$ cat config.mk
export PLATFORM = sky130hd
export DESIGN_NAME = three_wire_register_bus_master_unit
export DESIGN_NICKNAME = d
export VERILOG_FILES = /design/src/rtl/twrbm_pkg.sv /design/src/rtl/three_wire_register_bus_master_unit.sv
export VERILOG_INCLUDE_DIRS = /design/src /design/src/rtl
export SDC_FILE = /design/constraint.sdc
export NUM_CORES = 1
export LEC_CHECK = 0
export BUFFER_PORTS_ARGS = -buffer_cell sky130_fd_sc_hd__buf_2
export CORE_ASPECT_RATIO = 2
export CORE_MARGIN = 2
export CORE_UTILIZATION = 48
export CTS_CLUSTER_SIZE = 40
export DETAILED_ROUTE_END_ITERATION = 10
export PLACE_DENSITY = 0.67
export SETUP_SLACK_MARGIN = 0.5
export SLEW_MARGIN = 15
export SYNTH_ARGS = -nofsm -noshare
export SYNTH_HDL_FRONTEND = slang
export SYNTH_SLANG_ARGS = --single-unit
export TNS_END_PERCENT = 1
$ cat constraint.sdc
create_clock -name clk -period 5.6 [get_ports clk]
set_input_delay 0.56 -clock clk [delete_from_list [all_inputs] [get_ports clk]]
set_output_delay 0.56 -clock clk [all_outputs]
set_load 0.005 [all_outputs]
$ cat src/rtl/three_wire_register_bus_master_unit_macros.svh
// assertion macros for the three-wire register bus master
`ifndef THREE_WIRE_REGISTER_BUS_MASTER_UNIT_MACROS_SVH
`define THREE_WIRE_REGISTER_BUS_MASTER_UNIT_MACROS_SVH

// antecedent in a cycle requires consequent in the same cycle
`define TWRBM_ASSERT_IMP(label, clk_s, rstn_s, ante, cons) \
    label: assert property (@(posedge clk_s) disable iff (!(rstn_s)) (ante) |-> (cons)) \
        else $error("three-wire master: implication check failed");

// condition must never be seen
`define TWRBM_ASSERT_NEVER(label, clk_s, rstn_s, cond) \
    label: assert property (@(posedge clk_s) disable iff (!(rstn_s)) !(cond)) \
        else $error("three-wire master: forbidden condition seen");

`endif

$ cat src/rtl/twrbm_pkg.sv
`timescale 1ns / 1ps
`default_nettype none
// ----------------------------------------------------------------------------
// twrbm_pkg
// shared types and constants of the three-wire register bus master
// ----------------------------------------------------------------------------
package twrbm_pkg;

    localparam int PHASE_W       = 7;
    localparam int ADDR_BITS_DEF = 7;
    localparam int DATA_BITS_DEF = 16;
    localparam int PRE_LEN       = 6;
    localparam int ADDR_W        = 7;
    localparam int WORD_W        = 16;

    localparam logic [1:0] MODE_DELAY = 2'd0;
    localparam logic [1:0] MODE_WRITE = 2'd1;
    localparam logic [1:0] MODE_READ  = 2'd2;

    // extra periods spent in the first read phase
    localparam logic [1:0] READ_HOLD  = 2'd2;

    typedef struct packed {
        logic       clk;
        logic       en;
        logic       drv;
        logic       set_data;
        logic       data;
        logic [1:0] hold;
        logic       sample;
    } phase_t;

endpackage
`default_nettype wire

$ cat src/rtl/three_wire_register_bus_master_unit.sv
// path: a request goes from the input register into the result register unless stalled
// throughput: one request per cycle unless stalled, each a delay period or a start command
// the phase decode and the pin update sit between input register and pin registers
// reset: asynchronous, pins go to enable high, clock low, driving zero, no frame active
`timescale 1ns / 1ps
`default_nettype none
`include "three_wire_register_bus_master_unit_macros.svh"
// ----------------------------------------------------------------------------
// three_wire_register_bus_master_unit
// master for a three-wire register bus (clock, bidirectional data, enable),
// stepping through the phases of write and read frames one request at a time
// ----------------------------------------------------------------------------
module three_wire_register_bus_master_unit #(
    parameter int ADDR_BITS = twrbm_pkg::ADDR_BITS_DEF,
    parameter int DATA_BITS = twrbm_pkg::DATA_BITS_DEF
) (
    input  wire logic                            clk,
    input  wire logic                            rst_n,
    input  wire logic                            in_valid,
    output logic                                 in_stall,
    input  wire logic [1:0]                      mode,
    input  wire logic [twrbm_pkg::ADDR_W-1:0]    reg_address,
    input  wire logic [twrbm_pkg::WORD_W-1:0]    write_word,
    input  wire logic                            data_line_in,
    output logic                                 out_valid,
    input  wire logic                            out_stall,
    output logic                                 clock_pin,
    output logic                                 data_pin_out,
    output logic                                 data_drive,
    output logic                                 enable_pin,
    output logic                                 busy_res,
    output logic [twrbm_pkg::WORD_W-1:0]         read_word,
    output logic                                 read_done
);

    localparam int PW = twrbm_pkg::PHASE_W;
    localparam logic [PW-1:0] PRE_LEN  = PW'(twrbm_pkg::PRE_LEN);
    localparam logic [PW-1:0] ADDR_PH  = PW'(2 * ADDR_BITS);
    localparam logic [PW-1:0] DATA_PH  = PW'(2 * DATA_BITS);
    localparam logic [PW-1:0] WR_LEN   = PW'(8 + 2 * ADDR_BITS + 2 * DATA_BITS);
    localparam logic [PW-1:0] RD_LEN   = PW'(11 + 2 * ADDR_BITS + 2 * DATA_BITS);

    // input register
    logic                                in_valid_reg;
    logic [1:0]                          mode_reg;
    logic [twrbm_pkg::ADDR_W-1:0]        address_in_reg;
    logic [twrbm_pkg::WORD_W-1:0]        word_in_reg;
    logic                                line_in_reg;

    // frame state
    logic                                frame_active_reg, frame_active_next;
    logic                                frame_is_read_reg, frame_is_read_next;
    logic [PW-1:0]                       phase_reg, phase_next;
    logic [1:0]                          hold_count_reg, hold_count_next;
    logic [ADDR_BITS-1:0]                address_shift_reg, address_shift_next;
    logic [DATA_BITS-1:0]                word_shift_reg, word_shift_next;
    logic [DATA_BITS-1:0]                captured_reg, captured_next;
    logic                                clk_pin_reg, clk_pin_next;
    logic                                dat_pin_reg, dat_pin_next;
    logic                                drv_pin_reg, drv_pin_next;
    logic                                en_pin_reg, en_pin_next;
    logic                                done_reg, done_next;
    logic                                out_valid_reg;

    logic                                out_free;
    logic                                fire;
    logic                                apply;
    logic [PW-1:0]                       apply_phase;
    logic [PW-1:0]                       phase_inc;
    twrbm_pkg::phase_t                   cur_ph;
    twrbm_pkg::phase_t                   new_ph;

    function automatic twrbm_pkg::phase_t describe(
        input logic                 is_read,
        input logic [PW-1:0]        p,
        input logic [ADDR_BITS-1:0] addr,
        input logic [DATA_BITS-1:0] word
    );
        twrbm_pkg::phase_t    ph;
        logic [PW-1:0]        k;
        logic [PW-1:0]        ka;
        logic [PW-1:0]        kr;
        logic [ADDR_BITS-1:0] addr_sh;
        logic [DATA_BITS-1:0] word_sh;
        ph      = '0;
        k       = p - PRE_LEN;
        ka      = k - ADDR_PH;
        kr      = ka - PW'(3);
        addr_sh = addr << k[PW-1:1];
        word_sh = word << ka[PW-1:1];
        if (p < PRE_LEN)
        begin
            ph.clk = p[0];
            ph.en  = (p < PW'(2));
            if (is_read)
            begin
                ph.drv = (p >= PW'(4));
                if (p == '0)
                begin
                    ph.hold = twrbm_pkg::READ_HOLD;
                end
                if (p == PW'(4))
                begin
                    ph.set_data = 1'b1;
                    ph.data     = 1'b1;
                end
            end
            else
            begin
                ph.drv = 1'b1;
                if (p == PW'(2) || p == PW'(3))
                begin
                    ph.set_data = 1'b1;
                    ph.data     = 1'b1;
                end
                if (p == PW'(4))
                begin
                    ph.set_data = 1'b1;
                end
            end
        end
        else if (k < ADDR_PH)
        begin
            // address bits msb first
            ph.clk      = k[0];
            ph.drv      = 1'b1;
            ph.set_data = 1'b1;
            ph.data     = addr_sh[ADDR_BITS-1];
        end
        else if (!is_read)
        begin
            ph.clk = ka[0];
            ph.drv = 1'b1;
            if (ka < DATA_PH)
            begin
                ph.set_data = 1'b1;
                ph.data     = word_sh[DATA_BITS-1];
            end
            else
            begin
                ph.en = 1'b1;
            end
        end
        else if (ka < PW'(3))
        begin
            // dummy clock with the line released
            ph.clk = ka[0];
        end
        else
        begin
            // sample on the high phases, then close with enable low
            ph.clk    = ~kr[0];
            ph.sample = ~kr[0] & (kr < DATA_PH);
        end
        return ph;
    endfunction

    assign out_free = !out_valid_reg || !out_stall;
    assign in_stall = in_valid_reg && !out_free;
    assign fire     = in_valid_reg && out_free;

    always_ff @(posedge clk or negedge rst_n)
    begin
        if (!rst_n)
        begin
            in_valid_reg <= 1'b0;
        end
        else if (!in_stall)
        begin
            in_valid_reg <= in_valid;
        end
    end

    always_ff @(posedge clk)
    begin
        if (in_valid && !in_stall)
        begin
            mode_reg       <= mode;
            address_in_reg <= reg_address;
            word_in_reg    <= write_word;
            line_in_reg    <= data_line_in;
        end
    end

    assign phase_inc = phase_reg + PW'(1);
    assign cur_ph    = describe(frame_is_read_reg, phase_reg, address_shift_reg, word_shift_reg);

    always_comb
    begin
        frame_active_next  = frame_active_reg;
        frame_is_read_next = frame_is_read_reg;
        phase_next         = phase_reg;
        hold_count_next    = hold_count_reg;
        address_shift_next = address_shift_reg;
        word_shift_next    = word_shift_reg;
        captured_next      = captured_reg;
        clk_pin_next       = clk_pin_reg;
        dat_pin_next       = dat_pin_reg;
        drv_pin_next       = drv_pin_reg;
        en_pin_next        = en_pin_reg;
        done_next          = 1'b0;
        apply              = 1'b0;
        apply_phase        = '0;
        if (!frame_active_reg)
        begin
            unique case (mode_reg) inside
                twrbm_pkg::MODE_WRITE, twrbm_pkg::MODE_READ:
                begin
                    frame_active_next  = 1'b1;
                    frame_is_read_next = (mode_reg == twrbm_pkg::MODE_READ);
                    phase_next         = '0;
                    address_shift_next = ADDR_BITS'(address_in_reg);
                    word_shift_next    = (mode_reg == twrbm_pkg::MODE_READ) ? '0
                                         : DATA_BITS'(word_in_reg);
                    apply              = 1'b1;
                end
                default:
                begin
                end
            endcase
        end
        else if (mode_reg == twrbm_pkg::MODE_DELAY)
        begin
            if (hold_count_reg != 2'd0)
            begin
                hold_count_next = hold_count_reg - 2'd1;
            end
            else
            begin
                if (cur_ph.sample)
                begin
                    word_shift_next = {word_shift_reg[DATA_BITS-2:0], line_in_reg};
                end
                if (phase_inc >= (frame_is_read_reg ? RD_LEN : WR_LEN))
                begin
                    frame_active_next = 1'b0;
                    phase_next        = '0;
                    hold_count_next   = 2'd0;
                    clk_pin_next      = 1'b0;
                    en_pin_next       = 1'b1;
                    if (frame_is_read_reg)
                    begin
                        captured_next = word_shift_next;
                        done_next     = 1'b1;
                    end
                end
                else
                begin
                    phase_next  = phase_inc;
                    apply_phase = phase_inc;
                    apply       = 1'b1;
                end
            end
        end
        new_ph = describe(frame_is_read_next, apply_phase, address_shift_next,
                          word_shift_next);
        if (apply)
        begin
            dat_pin_next    = new_ph.set_data ? new_ph.data : dat_pin_reg;
            clk_pin_next    = new_ph.clk;
            drv_pin_next    = new_ph.drv;
            en_pin_next     = new_ph.en;
            hold_count_next = new_ph.hold;
        end
    end

    always_ff @(posedge clk or negedge rst_n)
    begin
        if (!rst_n)
        begin
            frame_active_reg  <= 1'b0;
            frame_is_read_reg <= 1'b0;
            phase_reg         <= '0;
            hold_count_reg    <= 2'd0;
            address_shift_reg <= '0;
            word_shift_reg    <= '0;
            captured_reg      <= '0;
            clk_pin_reg       <= 1'b0;
            dat_pin_reg       <= 1'b0;
            drv_pin_reg       <= 1'b1;
            en_pin_reg        <= 1'b1;
            done_reg          <= 1'b0;
            out_valid_reg     <= 1'b0;
        end
        else if (fire)
        begin
            // pin registers double as the result register
            frame_active_reg  <= frame_active_next;
            frame_is_read_reg <= frame_is_read_next;
            phase_reg         <= phase_next;
            hold_count_reg    <= hold_count_next;
            address_shift_reg <= address_shift_next;
            word_shift_reg    <= word_shift_next;
            captured_reg      <= captured_next;
            clk_pin_reg       <= clk_pin_next;
            dat_pin_reg       <= dat_pin_next;
            drv_pin_reg       <= drv_pin_next;
            en_pin_reg        <= en_pin_next;
            done_reg          <= done_next;
            out_valid_reg     <= 1'b1;
        end
        else if (!out_stall)
        begin
            out_valid_reg <= 1'b0;
        end
    end

    assign out_valid    = out_valid_reg;
    assign clock_pin    = clk_pin_reg;
    assign data_pin_out = dat_pin_reg;
    assign data_drive   = drv_pin_reg;
    assign enable_pin   = en_pin_reg;
    assign busy_res     = frame_active_reg;
    assign read_word    = twrbm_pkg::WORD_W'(captured_reg);
    assign read_done    = done_reg;

    `TWRBM_ASSERT_IMP(a_idle_enable_high, clk, rst_n, !frame_active_reg, en_pin_reg)
    `TWRBM_ASSERT_NEVER(a_done_while_busy, clk, rst_n, done_reg && frame_active_reg)
    `TWRBM_ASSERT_IMP(a_hold_only_read_start, clk, rst_n, hold_count_reg != 2'd0,
        frame_active_reg && frame_is_read_reg && phase_reg == '0)

endmodule
`default_nettype wire
==> flow_metrics.py <==
metrics = {
    "outcome": {
        "status": "complete, no violations",
    },
    "yosys": {
        "synthFlopType": "dfrtp_1",
        "ys.warnings.count": 0,
        "synth_fa_ha_area_frac": 0.0332,
        "yosys.area_share.xor_xnor": 0.0309,
        "synthesis.area_mm2": 0.00482,
        "synth_edf_count": 26,
        "synth-seq-cells": 83,
        "synthSimpleGateAreaFrac": 0.150,
        "avgSynthCellArea_um2": 9.57,
        "synth_cell_type_count": 61,
        "yosys-mux-area-fraction": 0.0828,
        "synth_compound_area_frac": 0.201,
        "syn-num-nets": 546,
        "netlist_top_cells_area": "dfrtp_1, edfxtp_1, nand2_1",
        "synth_cells": 504,
        "async_flop_share": 0.687,
        "synth_top_cell_area_share": 0.285,
        "yosys.area.top_type": "dfrtp_1",
        "ys_seq_area_frac": 0.458,
        "synth_top_family_by_area": "compound AO/OA/AOI/OAI gates",
    },
    "die": {
        "die_h_um": 146,
        "start_util": 0.494,
        "rows": 51,
        "die_width_um": 74.9,
        "core_mm2": 0.00976,
        "dieArea_mm2": 0.0109,
        "io_pins": 54,
    },
    "critical_path": {
        "cp_max_fo": 14,
        "r2r_slack_ns": 0.91,
        "cp.required_ns": 5.81,
        "rr_worst_depth": 17,
        "reg2reg_to": "data_pin_out",
        "endpoint_kind": "flop",
        "arrival_ns": 4.90,
        "startpoint_type": "flop",
        "reg2reg_from": "phase_reg[2]",
        "crit_type": "flop to flop",
    },
    "place": {
        "dp_hpwl_um": 8360,
        "gp_congestion": 0.922,
        "dp.cells": 667,
        "numPortBuffers": 53,
    },
    "cts": {
        "cts_tree": "built",
        "clk_pin_slew_ns": 0.06,
        "clk_latency_ns": 0.34,
        "cts_buffer_depth": 2,
        "cts_buffers": 9,
        "clock-sinks": 83,
        "cts_max_level": 3,
        "ctsRootBufferMaster": "clkbuf_16",
    },
    "sta": {
        "maxSlewViolCount": 0,
        "rsz0062_at_grt": "false",
        "fin_skew_ns": 0.00905,
        "hold_viol": 0,
        "tightest_slew_ns": 0.985,
        "finalSetupViolations": 0,
        "relSlewSlack": 0.343,
        "period_needed_ns": 4.69,
        "tns_ns": 0,
        "timing.fmax_mhz": 213,
        "min_period_over_period": 0.837,
    },
    "drt": {
        "wl_met2_um": 5970,
        "routed_via_density": 5.76,
        "vias": 3937,
        "ant_nets": 0,
        "drtIter0Drc": 247,
        "wire_per_inst_um": 16.9,
        "drc": 0,
        "drt-met1-wl_um": 4690,
        "drt-total-wl_um": 11500,
        "dr_wl_met3_um": 456,
        "drtPass1Iterations": 5,
        "dr.max_layer_used": "met4",
    },
    "finish": {
        "syn_to_final_growth_pct": 14.5,
        "antenna_cells": 0,
        "fin_nets": 589,
        "stdcell_count": 684,
        "drive_above_1_share": 0.188,
    },
    "min_path": {
        "hold_path.class": "input pin to async pin",
    },
    "global_routing": {
        "antenna_found_initial": 0,
        "grt_pass1_vias": 3856,
        "grt_first_pass_wirelength_um": 18900,
        "grt-ovfl-total": 0,
        "grt_max_degree": 58,
        "grt_usage": 0.225,
    },
    "power": {
        "p_total_w": 0.00195,
        "ir_drop_v": 0.000275,
        "p_leak_nw": 2.44,
        "power_density_mw_per_mm2": 353,
    },
    "job": {
        "maxCapViolations": 0,
    },
}
==> synth_stat cells, types with 2 or more instances <==
master,count
clkbuf_1,17
o21ai_1,2
a31oi_1,5
a22o_1,6
edfxtp_1,26
o21ai_0,58
o211ai_1,4
and3_1,2
and2_1,10
dfrtp_1,55
nor2_1,26
a22oi_1,10
inv_1,18
mux2i_1,26
o211a_1,4
a211o_1,2
a2111oi_0,3
a2bb2oi_1,3
nand3_1,11
nand2_1,82
a221oi_1,3
mux2_2,11
buf_2,7
o21bai_1,2
a21oi_1,24
nor3_1,6
nand2b_1,4
dfstp_2,2
or4_1,2
xnor2_1,13
buf_6,3
nand3b_1,2
xor2_1,4
a21o_1,2
nand4_1,2
nor2b_1,5
or3_1,3
a211oi_1,2
o221ai_1,4
ha_1,12
==> through the flow <==
| stage | util | hold slack (ns) | worst slack (ns) | instance area (um2) |
|---|---|---|---|---|
| global placement | 0.529 | 0.447 | 0.504 | 5160 |
| detailed placement | 0.529 | 0.454 | 0.314 | 5160 |
| global route | 0.566 | 0.385 | 0.543 | 5520 |
| finish | 0.566 | 0.353 | 0.913 | 5520 |
| CTS | 0.561 | 0.383 | 0.549 | 5480 |
| floorplan | - | 0.264 | 1.20 | 4820 |
==> placed cells by master (no fill, tap or decap), drive strengths merged, types with 13 or more instances in the layout <==
master / Yosys / routed
xnor2: 13 / 13
buf: 11 / 60
nand2: 82 / 82
mux2i: 26 / 26
dfrtp: 55 / 55
inv: 18 / 18
nor2: 26 / 26
o21ai: 60 / 60
a21oi: 24 / 24
edfxtp: 26 / 26
==> area by class of cell <==
type                       instances  area, um2
fill                             895       4240
multi-input combinational        374       2440
sequential                        83       2210
timing repair buffer              60        318
clock buffer                      11        233
tap                              132        165
clock inverter                     5       77.6
inverter                          19       71.3
==> what timing repair did <==
| item | CTS | global route |
|---|---|---|
| resized for setup | 2 | 8 |
| hold buffers | 0 | 0 |
| setup endpoints to repair | 1 | 2 |
| setup buffers | 0 | 1 |
| pin swaps | 0 | 1 |
==> critical path, stage by stage (launching register included) <==
cell,delay (ns)
dfrtp_2,0.50
ha_4,0.27
nand2_1,0.11
xor2_2,0.31
inv_1,0.10
ha_1,0.28
o21ai_0,0.07
o21bai_1,0.30
a211oi_4,0.14
and2_2,0.32
ha_1,0.26
xnor2_1,0.71
nor2b_1,0.09
a2111oi_0,0.41
a2111oi_0,0.11
a211oi_1,0.31
and2_1,0.18
a31oi_1,0.09
==> routing by layer <==
layer / track usage / vias to the layer above
li1: - / 1910
met1: 0.280 / 1871
met2: 0.370 / 124
met3: 0.0319 / 32
met4: 0.108 / 0
met5: 0 / -
==> kinds of logic (layout without fill, tap and decap cells) <==
family | Yosys count | after routing
AND/OR/NAND/NOR | 159 | 159
multiplexers | 38 | 38
adder cells (fa/ha/maj) | 13 | 13
flip-flops | 83 | 83
AO/OA/AOI/OAI | 147 | 147
XOR/XNOR | 17 | 17
buffers and inverters | 47 | 95
==> how the worst max path moves through the flow <==
stage / depth (start not counted) / from / slack [ns] / to
6_report: 17 / phase_reg[2] / 0.91 / data_pin_out
5_1_grt: 18 / phase_reg[2] / 0.54 / data_pin_out
4_1_cts: 18 / phase_reg[2] / 0.55 / data_pin_out
3_5_place_dp: 18 / phase_reg[2] / 0.31 / data_pin_out
3_3_place_gp: 18 / phase_reg[2] / 0.50 / data_pin_out
2_1_floorplan: 20 / phase_reg[1] / 1.20 / data_pin_out
==> where the power goes <==
group | total (W) | switching [W] | internal (W)
sequential | 0.000879 | 0.000146 | 0.000733
clock | 0.000615 | 0.000226 | 0.000389
combinational | 0.000455 | 0.000249 | 0.000206
Power figures use the tool's default switching activity.
